**src/sv/alrc_pkg.sv**
```systemverilog
// Types and constants shared by the automatic light relay controller.
package alrc_pkg;

  typedef struct packed {
    logic       req_type;
    logic [7:0] reference_level;
    logic [7:0] sensor_level;
  } req_t;

  typedef struct packed {
    logic main_relay;
    logic second_relay;
    logic indicator_led;
    logic blink_active;
  } rsp_t;

  localparam int unsigned CfgIdxW  = 3;
  localparam int unsigned CfgDataW = 10;
  localparam int unsigned PeriodW  = 11;

  localparam logic [CfgIdxW-1:0] CFG_HIGH_THRESHOLD = 3'd0;
  localparam logic [CfgIdxW-1:0] CFG_MID_THRESHOLD  = 3'd1;
  localparam logic [CfgIdxW-1:0] CFG_CONFIRM_COUNT  = 3'd2;
  localparam logic [CfgIdxW-1:0] CFG_HOLD_COUNT     = 3'd3;
  localparam logic [CfgIdxW-1:0] CFG_SLOW_PERIOD    = 3'd4;
  localparam logic [CfgIdxW-1:0] CFG_FAST_BASE      = 3'd5;

  localparam logic REQ_TICK   = 1'b0;
  localparam logic REQ_SAMPLE = 1'b1;

  localparam logic [7:0] REF_FORCE_OFF = 8'd0;
  localparam logic [7:0] REF_FORCE_ON  = 8'd255;

  localparam logic [7:0]         HIGH_THRESHOLD_RST = 8'd100;
  localparam logic [7:0]         MID_THRESHOLD_RST  = 8'd50;
  localparam logic [3:0]         CONFIRM_COUNT_RST  = 4'd2;
  localparam logic [7:0]         HOLD_COUNT_RST     = 8'd60;
  localparam logic [9:0]         SLOW_PERIOD_RST    = 10'd500;
  localparam logic [7:0]         FAST_BASE_RST      = 8'd10;
  localparam logic [PeriodW-1:0] BLINK_PERIOD_RST   = 11'd100;

endpackage

```
**src/sv/auto_light_relay_control.sv**
```systemverilog
// Automatic light relay controller: sample and tick evaluation with registered result.
//
// Every accepted transaction, tick or sample, yields exactly one result carrying the
// relay, LED and blink state after that transaction. A transaction is taken into an
// input register, evaluated combinationally against the controller state and written to
// the result register, so the block accepts one transaction per clock while results are
// taken. The rate is set by the state update loop, which closes through the state
// register alone. While a result waits, the input register takes one further transaction
// and the input then stalls until the waiting result is taken.
// Configuration writes take effect at once and must be made while the block is idle.
module auto_light_relay_control (
  input  logic                                 clk_i,
  input  logic                                 rst_ni,
  input  logic                                 cfg_we_i,
  input  logic [alrc_pkg::CfgIdxW-1:0]         cfg_idx_i,
  input  logic [alrc_pkg::CfgDataW-1:0]        cfg_wdata_i,
  input  logic                                 in_valid_i,
  output logic                                 in_ready_o,
  input  alrc_pkg::req_t                       in_req_i,
  output logic                                 out_valid_o,
  input  logic                                 out_ready_i,
  output alrc_pkg::rsp_t                       out_rsp_o
);

  typedef struct packed {
    logic                              led_level;
    logic                              relay_a;
    logic                              relay_b;
    logic                              blink_on;
    logic [alrc_pkg::PeriodW-1:0]      blink_period;
    logic [alrc_pkg::PeriodW-1:0]      tick_count;
    logic [3:0]                        dusk_confirm;
    logic [3:0]                        dark_confirm;
    logic [7:0]                        bright_hold;
    logic [7:0]                        dusk_hold;
  } ctrl_state_t;

  logic [7:0] high_threshold_q;
  logic [7:0] mid_threshold_q;
  logic [3:0] confirm_count_q;
  logic [7:0] hold_count_q;
  logic [9:0] slow_period_q;
  logic [7:0] fast_base_q;

  logic           in_valid_q;
  alrc_pkg::req_t in_q;
  logic           out_valid_q;
  alrc_pkg::rsp_t out_q;
  alrc_pkg::rsp_t out_d;
  ctrl_state_t    st_q;
  ctrl_state_t    st_d;
  logic           fire;

  always_ff @(posedge clk_i or negedge rst_ni) begin
    if (!rst_ni) begin
      high_threshold_q <= alrc_pkg::HIGH_THRESHOLD_RST;
      mid_threshold_q  <= alrc_pkg::MID_THRESHOLD_RST;
      confirm_count_q  <= alrc_pkg::CONFIRM_COUNT_RST;
      hold_count_q     <= alrc_pkg::HOLD_COUNT_RST;
      slow_period_q    <= alrc_pkg::SLOW_PERIOD_RST;
      fast_base_q      <= alrc_pkg::FAST_BASE_RST;
    end else if (cfg_we_i) begin
      unique case (cfg_idx_i)
        alrc_pkg::CFG_HIGH_THRESHOLD: high_threshold_q <= cfg_wdata_i[7:0];
        alrc_pkg::CFG_MID_THRESHOLD:  mid_threshold_q  <= cfg_wdata_i[7:0];
        alrc_pkg::CFG_CONFIRM_COUNT:  confirm_count_q  <= cfg_wdata_i[3:0];
        alrc_pkg::CFG_HOLD_COUNT:     hold_count_q     <= cfg_wdata_i[7:0];
        alrc_pkg::CFG_SLOW_PERIOD:    slow_period_q    <= cfg_wdata_i[9:0];
        alrc_pkg::CFG_FAST_BASE:      fast_base_q      <= cfg_wdata_i[7:0];
        default: ;
      endcase
    end
  end

  assign fire       = in_valid_q && (!out_valid_q || out_ready_i);
  assign in_ready_o = !in_valid_q || fire;

  always_ff @(posedge clk_i or negedge rst_ni) begin
    if (!rst_ni) begin
      in_valid_q <= 1'b0;
    end else if (in_ready_o) begin
      in_valid_q <= in_valid_i;
    end
  end

  always_ff @(posedge clk_i) begin
    if (in_ready_o && in_valid_i) begin
      in_q <= in_req_i;
    end
  end

  always_comb begin
    logic [7:0]                   diff;
    logic [alrc_pkg::PeriodW-1:0] tc;
    st_d = st_q;
    diff = in_q.reference_level - in_q.sensor_level;
    tc   = st_q.tick_count + 11'd1;
    if (in_q.req_type == alrc_pkg::REQ_SAMPLE) begin
      if (in_q.reference_level == alrc_pkg::REF_FORCE_OFF) begin
        st_d.led_level = 1'b0;
        st_d.relay_a   = 1'b0;
        st_d.blink_on  = 1'b0;
      end else if (in_q.reference_level == alrc_pkg::REF_FORCE_ON) begin
        st_d.led_level = 1'b1;
        st_d.relay_a   = 1'b0;
        st_d.blink_on  = 1'b0;
      end else begin
        if (diff >= high_threshold_q) begin
          st_d.blink_period = {1'b0, slow_period_q};
          st_d.blink_on     = 1'b0;
          st_d.led_level    = 1'b1;
        end
        if (diff >= mid_threshold_q && diff < high_threshold_q) begin
          st_d.blink_period = {1'b0, slow_period_q};
          st_d.blink_on     = 1'b1;
          st_d.dusk_hold    = 8'd0;
          st_d.dark_confirm = 4'd0;
          st_d.dusk_confirm = 4'd0;
        end
        if (diff != 8'd0 && diff < mid_threshold_q) begin
          if (st_d.dusk_confirm < confirm_count_q) begin
            st_d.dusk_confirm = st_d.dusk_confirm + 4'd1;
          end else begin
            st_d.blink_period = {3'b000, fast_base_q} + {2'b00, diff, 1'b0};
            st_d.blink_on     = 1'b1;
            st_d.relay_a      = 1'b1;
            st_d.bright_hold  = 8'd0;
            st_d.dark_confirm = 4'd0;
            if (st_d.dusk_hold < hold_count_q) begin
              st_d.dusk_hold = st_d.dusk_hold + 8'd1;
            end else begin
              st_d.relay_b = 1'b0;
            end
          end
        end
        if (in_q.sensor_level >= in_q.reference_level) begin
          if (st_d.dark_confirm < confirm_count_q) begin
            st_d.dark_confirm = st_d.dark_confirm + 4'd1;
          end else begin
            st_d.relay_a      = 1'b1;
            st_d.relay_b      = 1'b1;
            st_d.blink_on     = 1'b0;
            st_d.led_level    = 1'b0;
            st_d.bright_hold  = 8'd0;
            st_d.dusk_hold    = 8'd0;
            st_d.dusk_confirm = 4'd0;
          end
        end else begin
          if (st_d.bright_hold < hold_count_q) begin
            st_d.bright_hold = st_d.bright_hold + 8'd1;
          end else begin
            st_d.relay_a      = 1'b0;
            st_d.relay_b      = 1'b0;
            st_d.dusk_hold    = 8'd0;
            st_d.dark_confirm = 4'd0;
          end
        end
      end
    end else if (st_q.blink_on) begin
      if (tc >= st_q.blink_period) begin
        st_d.led_level  = !st_q.led_level;
        st_d.tick_count = '0;
      end else begin
        st_d.tick_count = tc;
      end
    end
    out_d.main_relay    = st_d.relay_a;
    out_d.second_relay  = st_d.relay_b;
    out_d.indicator_led = st_d.led_level;
    out_d.blink_active  = st_d.blink_on;
  end

  always_ff @(posedge clk_i or negedge rst_ni) begin
    if (!rst_ni) begin
      st_q.led_level    <= 1'b1;
      st_q.relay_a      <= 1'b0;
      st_q.relay_b      <= 1'b0;
      st_q.blink_on     <= 1'b0;
      st_q.blink_period <= alrc_pkg::BLINK_PERIOD_RST;
      st_q.tick_count   <= '0;
      st_q.dusk_confirm <= 4'd0;
      st_q.dark_confirm <= 4'd0;
      st_q.bright_hold  <= 8'd0;
      st_q.dusk_hold    <= 8'd0;
      out_valid_q       <= 1'b0;
    end else begin
      if (fire) begin
        st_q        <= st_d;
        out_valid_q <= 1'b1;
      end else if (out_ready_i) begin
        out_valid_q <= 1'b0;
      end
    end
  end

  always_ff @(posedge clk_i) begin
    if (fire) begin
      out_q <= out_d;
    end
  end

  assign out_valid_o = out_valid_q;
  assign out_rsp_o   = out_q;

`ifndef SYNTHESIS
  a_tick_count_frozen: assert property (@(posedge clk_i) disable iff (!rst_ni)
    !st_q.blink_on |=> $stable(st_q.tick_count))
    else $error("tick counter moved while blinking was off");

  a_result_matches_state: assert property (@(posedge clk_i) disable iff (!rst_ni)
    fire |=> out_q.main_relay == st_q.relay_a && out_q.second_relay == st_q.relay_b
             && out_q.indicator_led == st_q.led_level
             && out_q.blink_active == st_q.blink_on)
    else $error("result register does not reflect the updated state");

  a_blink_starts_on_sample: assert property (@(posedge clk_i) disable iff (!rst_ni)
    $rose(st_q.blink_on) |-> $past(fire && in_q.req_type == alrc_pkg::REQ_SAMPLE))
    else $error("blinking enabled without a sample transaction");

  a_stall_only_on_full: assert property (@(posedge clk_i) disable iff (!rst_ni)
    !in_ready_o |-> in_valid_q && out_valid_q && !out_ready_i)
    else $error("input stalled while the pipeline could advance");
`endif

endmodule

```
**config.mk**
```make
export PLATFORM = sky130hd
export DESIGN_NAME = auto_light_relay_control
export DESIGN_NICKNAME = d
export VERILOG_FILES = /design/src/sv/alrc_pkg.sv /design/src/sv/auto_light_relay_control.sv
export SDC_FILE = /design/constraint.sdc
export NUM_CORES = 1
export LEC_CHECK = 0
export BUFFER_PORTS_ARGS = -buffer_cell sky130_fd_sc_hd__clkbuf_2
export CELL_PAD_IN_SITES_DETAIL_PLACEMENT = 1
export CELL_PAD_IN_SITES_GLOBAL_PLACEMENT = 1
export CORE_ASPECT_RATIO = 1.2
export CORE_MARGIN = 2
export CORE_UTILIZATION = 26
export DETAILED_ROUTE_END_ITERATION = 16
export GPL_ROUTABILITY_DRIVEN = 0
export PLACE_DENSITY_LB_ADDON = 0.1
export SLEW_MARGIN = 40
export SYNTH_ARGS = -nofsm -noshare
export SYNTH_HDL_FRONTEND = slang
export SYNTH_SLANG_ARGS = --single-unit
```
**constraint.sdc**
```tcl
create_clock -name clk_i -period 9.9 [get_ports clk_i]
set_clock_uncertainty 0.15 [all_clocks]
set_input_delay 2.97 -clock clk_i [delete_from_list [all_inputs] [get_ports clk_i]]
set_output_delay 2.97 -clock clk_i [all_outputs]
set_load 0.05 [all_outputs]
```
==> qor.txt <==
Initial drt markers = 142
Initial antenna violation count = 0
R2R cell count = 29
Worst Slack Setup Final = 1.34 ns
Vias post-DR = 5911
Post-synthesis sequential area ratio = 41.7%
First-pass GRT wire length = 35.8 mm
Comb pwr share = 39.6%
Final setup fails = 0
DR WL/cell = 18.4 microns
Core area = 0.0281 sq mm
Vias per inst = 4.91
Initial Util = 26.6%
Cell count after synthesis = 762
GR Util All Layers = 15.7%
Worst min-delay path class = reg2reg
Horiz. Die Dim = 159 microns
Fill count = 3213
Final wirelength = 22.2 mm
Avg Synthesized Cell Area = 9.79 sq um
Required @ worst endpoint = 10.06 ns
CP Launch Type = register
TritonRoute pass-1 iters = 4
Dpl hpwl = 16.8 mm
Leak = 0.00391 uW
Post-synth top cells = dfrtp_1, nand2_1, ha_1
DRC = 0
Sw frac = 38.6%
Cts hold-fix bufs = 0
Synth warn = 0
Clock buffer count from CTS = 17
Worst reg2reg setup slack = 1.34 ns
Worst setup path class = reg2reg
Clk network pwr share = 29.3%
Crit share post-route = 86.5%
CTS tree = done
Die footprint = 0.0301 sq mm
Final Hold Fails = 0
Syn Nets = 866
TNS Setup = 0 ns
Final min period = 8.56 ns
Worst slack, placed = 1.37 ns
CP arrival = 8.72 ns
P_int = 1380 uW
Rows = 67
Synthesized area = 0.00746 sq mm
Area leader, netlist = dfrtp_1
Port bufs = 40
Crit-path max FO = 23
Maximum vdd ir drop = 0.136 mV
CP delay by family, top = simple AND/OR/NAND/NOR gates
Vias in the first global route = 6456
Die Y = 190 microns
Final net count = 916
CTS Sinks = 119
Area Overhead vs Synth = 17.9%
Antenna diode count = 0
PwrDens = 255 mW/mm^2
Outcome = finished, final reports clean
Post-synth ARST share = 82.4%
GRT overflow = 0
Post-synthesis register bit count = 119
Synth unique cells = 77
CP Depth = 29
Area occupied by multi-input gates = 0.00406 sq mm
Slew of the pin with the lowest slew margin = 0.779 ns
CTS clock-pin slew for the worst setup and hold paths = 0.06 ns
Fraction of layout cells with a size suffix above 1 = 18.8%
CP dominant cell by count = ha_1
Area fraction of the dominant cell type after synthesis = 25.2%
Register Area = 0.00311 sq mm
Max Fclk = 117 MHz
RSZ-0062 raised after global routing = no
Synth top area cells = dfrtp_1, ha_1, edfxtp_1
Root Driver = clkbuf_16
WP buf/inv = 2
Most common cell in the netlist = dfrtp_1
H-tree depth = 4
CTS Buffer Depth = 2
Postcts setup bufs = 0
Pin count of the biggest net entering global routing = 77
Sequential Power Share = 31.1%
Relative max-transition margin = 47.7%
Hold Path Stages = 2
Worst-Skew Late Latency = 0.43 ns
Max-Cap Viols = 0
Top_reg_cell synth = dfrtp_1
Number of enable flip-flop cells after synthesis = 21
Final ANT Viol Nets = 0
IO Count = 41
Crit path capture type = register
Slowest cell delay on critical path = 0.66 ns
Switching pwr = 868 uW
# resized after CTS = 0
Critical-path top delay cell = o31ai_2
Slew Limit Fails = 0
-- power by group through the flow --
stage | registers [uW] | logic [uW] | clock network, uW
2_1_floorplan | 697 | 628 | 0
3_3_place_gp | 707 | 870 | 0
3_5_place_dp | 709 | 900 | 0
4_1_cts | 701 | 906 | 675
5_1_grt | 715 | 1010 | 699
6_report | 699 | 888 | 658
-- through the flow --
stage                     hold slack [ns]  util (%)  power [uW]  std cells  instance area [sq um]
after floorplan                     0.290         -        1330        762                   7460
after global placement              0.317      29.0        1580       1171                   8140
after detailed placement            0.329      29.0        1610       1171                   8150
after CTS                           0.342      31.2        2280       1203                   8770
after global routing                0.351      31.3        2420       1204                   8800
final                               0.334      31.3        2250       1204                   8800
-- per-layer routing --
metal / track usage [%] / vias up / routed length (microns)
met5: 0 / - / 0
met4: 6.55 / 0 / 665
met3: 2.98 / 36 / 483
met2: 27.4 / 77 / 11400
met1: 18.8 / 2927 / 9610
li1: - / 2871 / -
-- cell families (layout without fill, tap and decap cells) --
group           count (synthesis)  after routing  synth area share (%)
compound gates                196            196                  17.8
buf+inv                        82            145                  4.23
mux                            35             35                  5.25
simple gates                  237            237                  16.4
flops                         119            119                  41.7
fa+ha+maj                      69             69                  11.8
xor+xnor                       24             24                  2.82
-- sequential cells by signal (all words and copies together) (netlist names), 8 cells and up --
signal and count:
in_q 17, slow_period_q 10, hold_count_q 8, fast_base_q 8, high_threshold_q 8, st_q 50, mid_threshold_q 8
-- path summary, 6_finish.rpt --
path	from	endpoint
setup / recovery	in_q[8]	st_q[12]
hold / removal	st_q[43]	st_q[43]
setup reg to reg	in_q[8]	st_q[12]
hold reg to reg	st_q[43]	st_q[43]
max in group asynchronous	rst_ni	out_valid_o
min in group asynchronous	rst_ni	fast_base_q[4]
-- tightest hold or removal path, stage by stage (launching register included) --
cell	delay, ns
dfrtp_1	0.35
nand2_1	0.05
o21ai_0	0.06
-- cells in the final DEF, fill, tap and decap left out, types with 7 or more instances in the layout --
cell / n
xor2_1: 11
nand2_1: 74
buf_4: 9
clkbuf_2: 39
and3_1: 8
o21ai_0: 61
mux2_2: 33
a31oi_1: 8
clkbuf_16: 19
xnor2_1: 12
o211ai_1: 8
nor2_1: 30
a21oi_1: 25
dfstp_2: 23
nor3_1: 10
nor2b_1: 14
a21o_1: 15
edfxtp_1: 21
nand4_1: 13
nand3_1: 25
dfrtp_1: 75
a22oi_1: 11
inv_1: 62
ha_1: 67
nand2b_1: 8
and2_1: 24
o21a_1: 7
-- layout make-up --
cell class | instances | share of cell area (%)
clock buffer | 23 | 5.80
multi-input combinational | 561 | 46.2
timing repair buffer | 50 | 3.27
inverter | 63 | 2.69
sequential | 119 | 35.4
tap | 379 | 5.39
clock inverter | 9 | 1.28
Power figures use the tool's default switching activity.
